--- src/rtl/sprq_pkg.sv ---
// Shared types and constants for the stable priority ready queue.
package sprq_pkg;

    localparam int FUNC_W   = 2;
    localparam int HANDLE_W = 16;
    localparam int PRIO_W   = 8;
    localparam int FILL_W   = 5;
    localparam int STATUS_W = 2;

    typedef enum logic [FUNC_W-1:0] {
        FUNC_PRIO_PUSH = 2'd0,
        FUNC_TAIL_PUSH = 2'd1,
        FUNC_POP       = 2'd2,
        FUNC_PEEK      = 2'd3
    } t_func;

    typedef enum logic [STATUS_W-1:0] {
        STATUS_OK    = 2'd0,
        STATUS_FULL  = 2'd1,
        STATUS_EMPTY = 2'd2
    } t_status;

    // Per-cycle command broadcast to every cell of the row
    typedef struct packed {
        logic push;
        logic pop;
        logic tail;
    } t_cell_ctl;

endpackage

--- src/rtl/sprq_if.sv ---
// Request and response channel interfaces of the ready queue.
interface sprq_req_if;
    logic                           valid;
    logic                           ready;
    logic [sprq_pkg::FUNC_W-1:0]    func;
    logic [sprq_pkg::HANDLE_W-1:0]  item_handle;
    logic [sprq_pkg::PRIO_W-1:0]    item_priority;

    modport source (output valid, func, item_handle, item_priority, input ready);
    modport sink   (input valid, func, item_handle, item_priority, output ready);
endinterface

interface sprq_rsp_if;
    logic                           valid;
    logic                           ready;
    logic                           entry_valid;
    logic [sprq_pkg::HANDLE_W-1:0]  entry_handle;
    logic [sprq_pkg::PRIO_W-1:0]    entry_priority;
    logic [sprq_pkg::FILL_W-1:0]    fill_count;
    logic [sprq_pkg::STATUS_W-1:0]  status;

    modport source (output valid, entry_valid, entry_handle, entry_priority, fill_count,
                    status, input ready);
    modport sink   (input valid, entry_valid, entry_handle, entry_priority, fill_count,
                    status, output ready);
endinterface

--- src/rtl/stable_priority_ready_queue_core.sv ---
// Top level: stable priority ready queue built from a row of shift cells.
// Response: the beat is registered when the request beat is taken and appears next cycle.
// Throughput: one request per cycle unless an untaken response stalls; every cell decides
// and shifts in that cycle; a one-bit ripple along the cell row finds the insertion point.
// Reset: synchronous, active low; clears the slot valid bits, the fill count
// and the response valid flag. Slot contents and response fields are not reset.
module stable_priority_ready_queue_core #(
    parameter int CAPACITY      = 16,
    parameter int HANDLE_BITS   = 16,
    parameter int PRIORITY_BITS = 8
) (
    input  logic        i_clk,
    input  logic        i_rst_n,
    sprq_req_if.sink    i_req,
    sprq_rsp_if.source  o_rsp
);

    localparam int CNT_W = $clog2(CAPACITY + 1);
    localparam logic [CNT_W-1:0] CAP_CNT = CNT_W'(CAPACITY);

    logic [CNT_W-1:0]          r_count;
    logic [CNT_W-1:0]          n_count;
    logic                      r_out_valid;
    logic                      r_entry_valid;
    logic [sprq_pkg::HANDLE_W-1:0] r_entry_handle;
    logic [sprq_pkg::PRIO_W-1:0]   r_entry_prio;
    logic [sprq_pkg::FILL_W-1:0]   r_fill;
    sprq_pkg::t_status         r_status;

    logic                      w_accept;
    sprq_pkg::t_func           w_func;
    logic                      w_full;
    logic                      w_empty;
    sprq_pkg::t_cell_ctl       w_ctl;
    logic [HANDLE_BITS-1:0]    w_new_handle;
    logic [PRIORITY_BITS-1:0]  w_new_prio;

    logic                      w_valid  [CAPACITY];
    logic [HANDLE_BITS-1:0]    w_handle [CAPACITY];
    logic [PRIORITY_BITS-1:0]  w_prio   [CAPACITY];
    logic                      w_flag   [CAPACITY+1];

    logic                      w_rep_valid;
    logic [HANDLE_BITS-1:0]    w_rep_handle;
    logic [PRIORITY_BITS-1:0]  w_rep_prio;
    sprq_pkg::t_status         w_rep_status;
    logic [sprq_pkg::HANDLE_W-1:0] w_out_handle;
    logic [sprq_pkg::PRIO_W-1:0]   w_out_prio;
    logic [sprq_pkg::FILL_W-1:0]   w_out_fill;

    assign i_req.ready = !r_out_valid || o_rsp.ready;
    assign w_accept    = i_req.valid && i_req.ready;
    assign w_func      = sprq_pkg::t_func'(i_req.func);
    assign w_full      = (r_count == CAP_CNT);
    assign w_empty     = (r_count == '0);

    // Width adaptation between port fields and stored entries
    for (genvar b = 0; b < HANDLE_BITS; b++) begin : g_new_h
        if (b < sprq_pkg::HANDLE_W) begin : g_bit
            assign w_new_handle[b] = i_req.item_handle[b];
        end else begin : g_zero
            assign w_new_handle[b] = 1'b0;
        end
    end
    for (genvar b = 0; b < PRIORITY_BITS; b++) begin : g_new_p
        if (b < sprq_pkg::PRIO_W) begin : g_bit
            assign w_new_prio[b] = i_req.item_priority[b];
        end else begin : g_zero
            assign w_new_prio[b] = 1'b0;
        end
    end
    for (genvar b = 0; b < sprq_pkg::HANDLE_W; b++) begin : g_out_h
        if (b < HANDLE_BITS) begin : g_bit
            assign w_out_handle[b] = w_rep_handle[b];
        end else begin : g_zero
            assign w_out_handle[b] = 1'b0;
        end
    end
    for (genvar b = 0; b < sprq_pkg::PRIO_W; b++) begin : g_out_p
        if (b < PRIORITY_BITS) begin : g_bit
            assign w_out_prio[b] = w_rep_prio[b];
        end else begin : g_zero
            assign w_out_prio[b] = 1'b0;
        end
    end
    for (genvar b = 0; b < sprq_pkg::FILL_W; b++) begin : g_out_f
        if (b < CNT_W) begin : g_bit
            assign w_out_fill[b] = n_count[b];
        end else begin : g_zero
            assign w_out_fill[b] = 1'b0;
        end
    end

    always_comb begin
        w_ctl = '0;
        unique case (w_func)
            sprq_pkg::FUNC_PRIO_PUSH: w_ctl.push = w_accept && !w_full;
            sprq_pkg::FUNC_TAIL_PUSH: begin
                w_ctl.push = w_accept && !w_full;
                w_ctl.tail = 1'b1;
            end
            sprq_pkg::FUNC_POP:       w_ctl.pop  = w_accept && !w_empty;
            sprq_pkg::FUNC_PEEK:      w_ctl      = '0;
            default:                  w_ctl      = '0;
        endcase
    end

    assign w_flag[0] = 1'b0;

    for (genvar i = 0; i < CAPACITY; i++) begin : g_cell
        logic                     w_lv;
        logic [HANDLE_BITS-1:0]   w_lh;
        logic [PRIORITY_BITS-1:0] w_lp;
        logic                     w_rv;
        logic [HANDLE_BITS-1:0]   w_rh;
        logic [PRIORITY_BITS-1:0] w_rp;

        if (i == 0) begin : g_head
            assign w_lv = 1'b0;
            assign w_lh = '0;
            assign w_lp = '0;
        end else begin : g_mid
            assign w_lv = w_valid[i-1];
            assign w_lh = w_handle[i-1];
            assign w_lp = w_prio[i-1];
        end
        if (i == CAPACITY - 1) begin : g_tail
            assign w_rv = 1'b0;
            assign w_rh = '0;
            assign w_rp = '0;
        end else begin : g_body
            assign w_rv = w_valid[i+1];
            assign w_rh = w_handle[i+1];
            assign w_rp = w_prio[i+1];
        end

        sprq_cell #(
            .HANDLE_BITS   (HANDLE_BITS),
            .PRIORITY_BITS (PRIORITY_BITS)
        ) u_cell (
            .i_clk          (i_clk),
            .i_rst_n        (i_rst_n),
            .i_ctl          (w_ctl),
            .i_new_handle   (w_new_handle),
            .i_new_prio     (w_new_prio),
            .i_left_valid   (w_lv),
            .i_left_handle  (w_lh),
            .i_left_prio    (w_lp),
            .i_right_valid  (w_rv),
            .i_right_handle (w_rh),
            .i_right_prio   (w_rp),
            .i_flag         (w_flag[i]),
            .o_flag         (w_flag[i+1]),
            .o_valid        (w_valid[i]),
            .o_handle       (w_handle[i]),
            .o_prio         (w_prio[i])
        );
    end

    // Result of the current request, from the row as it stands before the edge
    always_comb begin
        n_count      = r_count;
        w_rep_valid  = 1'b0;
        w_rep_handle = '0;
        w_rep_prio   = '0;
        w_rep_status = sprq_pkg::STATUS_OK;
        unique case (w_func)
            sprq_pkg::FUNC_PRIO_PUSH, sprq_pkg::FUNC_TAIL_PUSH: begin
                w_rep_valid = 1'b1;
                if (w_full) begin
                    w_rep_status = sprq_pkg::STATUS_FULL;
                    w_rep_handle = w_handle[0];
                    w_rep_prio   = w_prio[0];
                end else begin
                    n_count = r_count + CNT_W'(1);
                    // new entry lands in the head slot when cell 0 is the insertion point
                    if (w_flag[1]) begin
                        w_rep_handle = w_new_handle;
                        w_rep_prio   = w_new_prio;
                    end else begin
                        w_rep_handle = w_handle[0];
                        w_rep_prio   = w_prio[0];
                    end
                end
            end
            sprq_pkg::FUNC_POP, sprq_pkg::FUNC_PEEK: begin
                if (w_empty) begin
                    w_rep_status = sprq_pkg::STATUS_EMPTY;
                end else begin
                    w_rep_valid  = 1'b1;
                    w_rep_handle = w_handle[0];
                    w_rep_prio   = w_prio[0];
                    if (w_func == sprq_pkg::FUNC_POP) begin
                        n_count = r_count - CNT_W'(1);
                    end
                end
            end
            default: begin
                n_count = r_count;
            end
        endcase
    end

    always_ff @(posedge i_clk) begin
        if (!i_rst_n) begin
            r_count     <= '0;
            r_out_valid <= 1'b0;
        end else begin
            if (w_accept) begin
                r_count <= n_count;
            end
            if (w_accept) begin
                r_out_valid <= 1'b1;
            end else if (o_rsp.ready) begin
                r_out_valid <= 1'b0;
            end
        end
    end

    always_ff @(posedge i_clk) begin
        if (w_accept) begin
            r_entry_valid  <= w_rep_valid;
            r_entry_handle <= w_out_handle;
            r_entry_prio   <= w_out_prio;
            r_fill         <= w_out_fill;
            r_status       <= w_rep_status;
        end
    end

    assign o_rsp.valid          = r_out_valid;
    assign o_rsp.entry_valid    = r_entry_valid;
    assign o_rsp.entry_handle   = r_entry_handle;
    assign o_rsp.entry_priority = r_entry_prio;
    assign o_rsp.fill_count     = r_fill;
    assign o_rsp.status         = r_status;

endmodule

--- src/rtl/sprq_cell.sv ---
// One slot of the sorted shift row: holds an entry, shifts up on push, down on pop.
module sprq_cell #(
    parameter int HANDLE_BITS   = 16,
    parameter int PRIORITY_BITS = 8
) (
    input  logic                     i_clk,
    input  logic                     i_rst_n,
    input  sprq_pkg::t_cell_ctl      i_ctl,
    input  logic [HANDLE_BITS-1:0]   i_new_handle,
    input  logic [PRIORITY_BITS-1:0] i_new_prio,
    input  logic                     i_left_valid,
    input  logic [HANDLE_BITS-1:0]   i_left_handle,
    input  logic [PRIORITY_BITS-1:0] i_left_prio,
    input  logic                     i_right_valid,
    input  logic [HANDLE_BITS-1:0]   i_right_handle,
    input  logic [PRIORITY_BITS-1:0] i_right_prio,
    input  logic                     i_flag,
    output logic                     o_flag,
    output logic                     o_valid,
    output logic [HANDLE_BITS-1:0]   o_handle,
    output logic [PRIORITY_BITS-1:0] o_prio
);

    logic                     r_valid;
    logic [HANDLE_BITS-1:0]   r_handle;
    logic [PRIORITY_BITS-1:0] r_prio;
    logic                     n_valid;
    logic [HANDLE_BITS-1:0]   n_handle;
    logic [PRIORITY_BITS-1:0] n_prio;
    logic                     w_here;

    // Insertion point: first free slot, or for a priority push first strictly lower priority
    assign w_here = !r_valid || (!i_ctl.tail && (r_prio < i_new_prio));
    assign o_flag = i_flag || w_here;

    always_comb begin
        n_valid  = r_valid;
        n_handle = r_handle;
        n_prio   = r_prio;
        priority if (i_ctl.push) begin
            if (i_flag) begin
                n_valid  = i_left_valid;
                n_handle = i_left_handle;
                n_prio   = i_left_prio;
            end else if (w_here) begin
                n_valid  = 1'b1;
                n_handle = i_new_handle;
                n_prio   = i_new_prio;
            end
        end else if (i_ctl.pop) begin
            n_valid  = i_right_valid;
            n_handle = i_right_handle;
            n_prio   = i_right_prio;
        end else begin
            n_valid  = r_valid;
            n_handle = r_handle;
            n_prio   = r_prio;
        end
    end

    always_ff @(posedge i_clk) begin
        if (!i_rst_n) begin
            r_valid <= 1'b0;
        end else begin
            r_valid <= n_valid;
        end
    end

    always_ff @(posedge i_clk) begin
        r_handle <= n_handle;
        r_prio   <= n_prio;
    end

    assign o_valid  = r_valid;
    assign o_handle = r_handle;
    assign o_prio   = r_prio;

endmodule

--- src/flat_wrapper.sv ---
// flat-port wrapper written by rule: the top's interface ports become plain ports
module stable_priority_ready_queue_core_flat 
#(
    parameter int CAPACITY      = 16,
    parameter int HANDLE_BITS   = 16,
    parameter int PRIORITY_BITS = 8
)
  (i_clk, i_rst_n, i_req_valid, i_req_func, i_req_item_handle, i_req_item_priority, i_req_ready, o_rsp_valid, o_rsp_entry_valid, o_rsp_entry_handle, o_rsp_entry_priority, o_rsp_fill_count, o_rsp_status, o_rsp_ready);
  sprq_req_if i_req_i ();
  sprq_rsp_if o_rsp_i ();
  input  logic i_clk;
  input  logic i_rst_n;
  input wire logic [$bits(i_req_i.valid)-1:0] i_req_valid;
  input wire logic [$bits(i_req_i.func)-1:0] i_req_func;
  input wire logic [$bits(i_req_i.item_handle)-1:0] i_req_item_handle;
  input wire logic [$bits(i_req_i.item_priority)-1:0] i_req_item_priority;
  output wire logic [$bits(i_req_i.ready)-1:0] i_req_ready;
  output wire logic [$bits(o_rsp_i.valid)-1:0] o_rsp_valid;
  output wire logic [$bits(o_rsp_i.entry_valid)-1:0] o_rsp_entry_valid;
  output wire logic [$bits(o_rsp_i.entry_handle)-1:0] o_rsp_entry_handle;
  output wire logic [$bits(o_rsp_i.entry_priority)-1:0] o_rsp_entry_priority;
  output wire logic [$bits(o_rsp_i.fill_count)-1:0] o_rsp_fill_count;
  output wire logic [$bits(o_rsp_i.status)-1:0] o_rsp_status;
  input wire logic [$bits(o_rsp_i.ready)-1:0] o_rsp_ready;
  assign i_req_i.valid = i_req_valid;
  assign i_req_i.func = i_req_func;
  assign i_req_i.item_handle = i_req_item_handle;
  assign i_req_i.item_priority = i_req_item_priority;
  assign i_req_ready = i_req_i.ready;
  assign o_rsp_valid = o_rsp_i.valid;
  assign o_rsp_entry_valid = o_rsp_i.entry_valid;
  assign o_rsp_entry_handle = o_rsp_i.entry_handle;
  assign o_rsp_entry_priority = o_rsp_i.entry_priority;
  assign o_rsp_fill_count = o_rsp_i.fill_count;
  assign o_rsp_status = o_rsp_i.status;
  assign o_rsp_i.ready = o_rsp_ready;
  stable_priority_ready_queue_core #(.CAPACITY(CAPACITY), .HANDLE_BITS(HANDLE_BITS), .PRIORITY_BITS(PRIORITY_BITS)) u_core (.i_clk(i_clk), .i_rst_n(i_rst_n), .i_req(i_req_i), .o_rsp(o_rsp_i));
endmodule
--- config.mk ---
export PLATFORM = sky130hd
export DESIGN_NAME = stable_priority_ready_queue_core_flat
export DESIGN_NICKNAME = d
export VERILOG_FILES = /design/src/rtl/sprq_pkg.sv /design/src/rtl/sprq_if.sv /design/src/rtl/stable_priority_ready_queue_core.sv /design/src/rtl/sprq_cell.sv /design/src/flat_wrapper.sv
export SDC_FILE = /design/constraint.sdc
export NUM_CORES = 1
export LEC_CHECK = 0
export BUFFER_PORTS_ARGS = -buffer_cell sky130_fd_sc_hd__buf_4
export CORE_MARGIN = 2
export CORE_UTILIZATION = 57
export CTS_CLUSTER_DIAMETER = 150
export CTS_CLUSTER_SIZE = 25
export DETAILED_ROUTE_END_ITERATION = 10
export HOLD_SLACK_MARGIN = 0.1
export PLACE_DENSITY = 0.77
export SYNTH_ARGS = -nofsm -noshare
export SYNTH_HDL_FRONTEND = slang
export SYNTH_HIERARCHICAL = 1
export SYNTH_SLANG_ARGS = --single-unit
--- constraint.sdc ---
create_clock -name i_clk -period 8.83 [get_ports i_clk]
set_input_delay 0.883 -clock i_clk [delete_from_list [all_inputs] [get_ports i_clk]]
set_output_delay 0.883 -clock i_clk [all_outputs]
set_load 0.1 [all_outputs]
### Word-level counts from Yosys, hierarchy flattened

Cells that the tools add are included.

* eq/ne operators: 20
* reduce and logical (&&, ||, !) cells: 92
* multiplexer cells: 209
* $add $sub $neg: 2
* order comparisons: 16

Operator list (count)
* $mux 16: 65
* $mux 8: 65
* $lt 8x8->1: 16
* $mux 1: 70
* $ne 3x3->1 const B: 15
* $pmux 16 s2: 1
* $reduce_and 2->1: 16
* $logic_or 1x1->1: 31
* $logic_not 1->1: 20
* $logic_and 1x1->1: 19
* $pmux 8 s2: 1
* $mux 5: 3
* $pmux 5 s2: 1
* $add 5x1->5 const B: 1
* $eq 5x5->1 const B: 1
* $logic_not 5->1: 1
* $sub 5x1->5 const B: 1
* $eq 2x2->1 const B: 2
* $pmux 2 s2: 1
* $reduce_bool 2->1: 2
* $reduce_or 2->1: 2
* $eq 2x1->1 const B: 1
* $logic_not 2->1: 1
* $mux 2: 1
* other kinds (2): 2

* input bits: 30
* output and inout port bits: 34
* register bits after elaboration: 438
* word-level logic and storage cells: 394

### Depth between registers and ports, before layout

* word-level depth: 21
* gate-level depth with buffers: 52
* gate-level depth less buffers: 36

### Modules after synthesis

Netlist, hierarchy kept.

By module, submodules not included
* sprq_cell: seq. area each 740.7 µm², area an instance 1470.2 µm², times used 16, cells an instance 137
* stable_priority_ready_queue_core: seq. area each 1081.0 µm², area an instance 1974.4 µm², times used 1, cells an instance 195

### Worst setup path after synthesis

No wires, ideal clock.

* path kind: input -> register
* start: in i_req_func[1]
* end: reg u_core.g_cell[15].u_cell.r_handle[0], enable pin
* data arrival time: 9.132 ns
* path buffers: 17
* stages: 51
* slack: -0.849 ns
* data required time: 8.283 ns
* setup time: 0.547 ns
* cell sequence: buf_2 -> buf_2 -> nor2b_1 -> a211oi_2 -> o311ai_1 -> nand3_1 -> buf_2 -> nor2b_1 -> nand3_1 -> buf_2 -> nor2b_1 -> nand3_1 -> buf_2 -> nor2b_1 -> nand3_1 -> buf_2 -> nor2b_1 -> nand3_1 -> [15 not listed] -> buf_2 -> nor2b_1 -> nand3_1 -> buf_2 -> nor2b_1 -> nand3_1 -> buf_2 -> nor2b_1 -> nand3_1 -> buf_2 -> nor2b_1 -> nand3_1 -> buf_2 -> nor2b_1 -> nand3_1 -> buf_2 -> nor2b_1 -> a41oi_1

RTL lines
* from (decl): RTL line flat_wrapper.sv:14 `input wire logic [$bits(i_req_i.func)-1:0] i_req_func;`
* to (signal assigned): RTL line sprq_cell.sv:70 `r_handle <= n_handle;`
* to (decl): RTL line sprq_cell.sv:25 `logic [HANDLE_BITS-1:0] r_handle;`

==> out/metrics.yaml <==
outcome:
  outcome: "completed"
logic_synthesis:
  netlist_instances: 2386
  yosysWarnings: 6
  syn_area_per_cell_um2: 10.7
  synth_area_mm2: 0.0255
critical_path:
  cpMostUsedCell: "nand3_1"
  cp.arrival_ns: 7.88
  cp-start-kind: "primary input"
  critical_path_class: "primary input to register"
  crit_required_ns: 9.08
  critPathCaptureType: "register"
  slowest_stage: "o311ai_1"
  slowest_delay_ns: 0.40
  cp_max_fo: 26
cts:
  cts_made_buffers: 21
  post_cts_buffers: 0
  cts_sinks: 438
  holdBufCountCts: 0
  clkTransAtPathRegs_ns: 0.10
  cts_resized: 0
  clock_latency_ns: 0.57
  clk_path_buf_depth: 3
  root_buffer: "clkbuf_16"
  htree_levels: 1
  tritoncts: "built"
place:
  dp_slack_ns: 0.789
  port_buffers: 63
  dp_cells: 2981
  hpwlAfterDp_mm: 38.7
  gp_congestion: 0.862
timing:
  grt_setup_unrepaired: "false"
  finClkSkew_ns: 0.0214
  setup_slack_ns: 1.21
  period_share_pct: 86.3
  relSlewSlack_pct: 8.61
  finalCriticalPeriod_ns: 7.62
  fmax_mhz: 131
  finalHoldViolations: 0
  worst_pin_slew_ns: 1.37
  fin_tns_setup_ns: 0
  drv_slew: 0
  setup_viol: 0
routing:
  firstDrtPassIters: 5
  via_per_inst: 5.82
  detail_route.iter0.violations: 1767
  drc: 0
  vias: 17500
  drt-total-wl_mm: 54.9
  wl_per_cell_um: 18.2
  ant_nets: 0
layout:
  layout-drive-gt1-share_pct: 9.22
  antenna_cells: 0
  fillers: 3473
  num-nets-final: 2556
  stdcell_count: 3010
  syn2layout_area_growth_pct: 6.79
pwr:
  power_mw: 4.56
  pwr-share-seq_pct: 57.1
  switching_power_mw: 1.33
  vdd_ir_drop_max_mv: 0.122
  clkPwrFrac_pct: 24.0
  power_density_mw_per_mm2: 167
  leakagePower_nw: 12.8
  switching_share_pct: 29.1
  internal_power_mw: 3.23
  p_comb_share_pct: 18.9
die:
  die_width_um: 215
  dieArea_mm2: 0.0464
  ios: 64
  die_height_um: 215
  fp.coreArea_mm2: 0.0442
  start_util_pct: 57.6
  rows: 77
min_path:
  hp-class: "register to register"
grt:
  grt_usage_pct: 23.2
  grt_overflow: 0
  antenna_found_initial: 1
  grt_max_degree: 324
  grt_pass1_vias: 17100
  grt_pass1_wl_mm: 89.3
flow_run:
  max_cap_viol_count: 0
sequential cells by signal (all words and copies together) (netlist names), 2 cells and up:
register and cells:
u_core/g_cell.u_cell/o_prio 128, u_core/g_cell.u_cell/o_handle 256, u_core/o_rsp.status 2, u_core/o_rsp.entry_priority 8, u_core/o_rsp.fill_count 5, u_core/r_count 5, u_core/o_rsp.entry_handle 16, u_core/g_cell.u_cell/o_valid 16
layout make-up:
class                      instances  area, µm²  share of cell area [%]
inverter                         139        522                    1.92
clock inverter                     2       25.0                  0.0919
timing repair buffer             109        856                    3.14
multi-input combinational       1703      11600                    42.6
sequential                       438      12900                    47.5
clock buffer                      27        548                    2.01
tap                              592        741                    2.72
cell usage in the layout, fill, tap and decap left out, types with 2 or more instances in the layout:
| cell | count |
|---|---|
| ha_1 | 114 |
| buf_4 | 106 |
| a21oi_1 | 387 |
| inv_1 | 138 |
| nor2b_1 | 19 |
| mux2i_1 | 385 |
| nand2_1 | 85 |
| a21boi_0 | 3 |
| o221a_2 | 16 |
| o21ai_0 | 39 |
| nor3_1 | 18 |
| nand2b_1 | 19 |
| nand3_1 | 32 |
| edfxtp_1 | 416 |
| a211oi_2 | 16 |
| dfxtp_1 | 22 |
| nor2_1 | 403 |
| o21ai_1 | 5 |
| o21a_1 | 2 |
| o311ai_1 | 16 |
| conb_1 | 51 |
| a41oi_2 | 16 |
| a21o_1 | 17 |
| buf_12 | 3 |
| mux2_2 | 17 |
| clkbuf_16 | 21 |
| xnor2_1 | 2 |
| a2111oi_2 | 16 |
| clkbuf_1 | 6 |
routing by layer:
metal  global-route usage [%]  share of wire [%]  up-vias
met4                     7.31                2.5        0
li1                         -                  -     8690
met2                     39.4                 49      436
met3                     1.73                3.9       84
met1                     32.0                 45     8312
met5                        0                  0        -
path summary, 6_finish.rpt:
path | start | end | slack, ns | cells after the start
setup / recovery | i_req_item_priority[2] | u_core/g_cell[15].u_cell/o_handle[12] | 1.21 | 38
hold / removal | u_core/o_rsp.valid | u_core/o_rsp.valid | 0.56 | 2
setup reg to reg | u_core/g_cell[0].u_cell/o_prio[1] | u_core/g_cell[15].u_cell/o_handle[12] | 1.37 | 36
hold reg to reg | u_core/o_rsp.valid | u_core/o_rsp.valid | 0.56 | 2
worst max-delay path: cells and delay by family:
kind | cells | cell delay, ns
buf+inv | 4 | 1.00
simple gates | 30 | 5.02
fa+ha+maj | 1 | 0.24
mux | 1 | 0.21
compound gates | 2 | 0.49
power by group through the flow:
| stage | Sequential (mW) | Clock, mW | Combinational [mW] |
|---|---|---|---|
| 6_report | 2.60 | 1.09 | 0.861 |
| 5_1_grt | 2.62 | 1.18 | 0.951 |
| 4_1_cts | 2.60 | 1.12 | 0.859 |
| 3_5_place_dp | 2.65 | 0 | 0.856 |
| 3_3_place_gp | 2.64 | 0 | 0.822 |
| 2_1_floorplan | 2.72 | 0 | 0.529 |
per-stage QoR:
stage	instance area, µm²	hold WS (ns)	util (%)
floorplan	25700	0.507	-
global placement	26700	0.517	60.3
detailed placement	26700	0.543	60.3
CTS	27200	0.557	61.6
global route	27200	0.588	61.6
finish	27200	0.558	61.6
(Power assumes the default switching activity.)
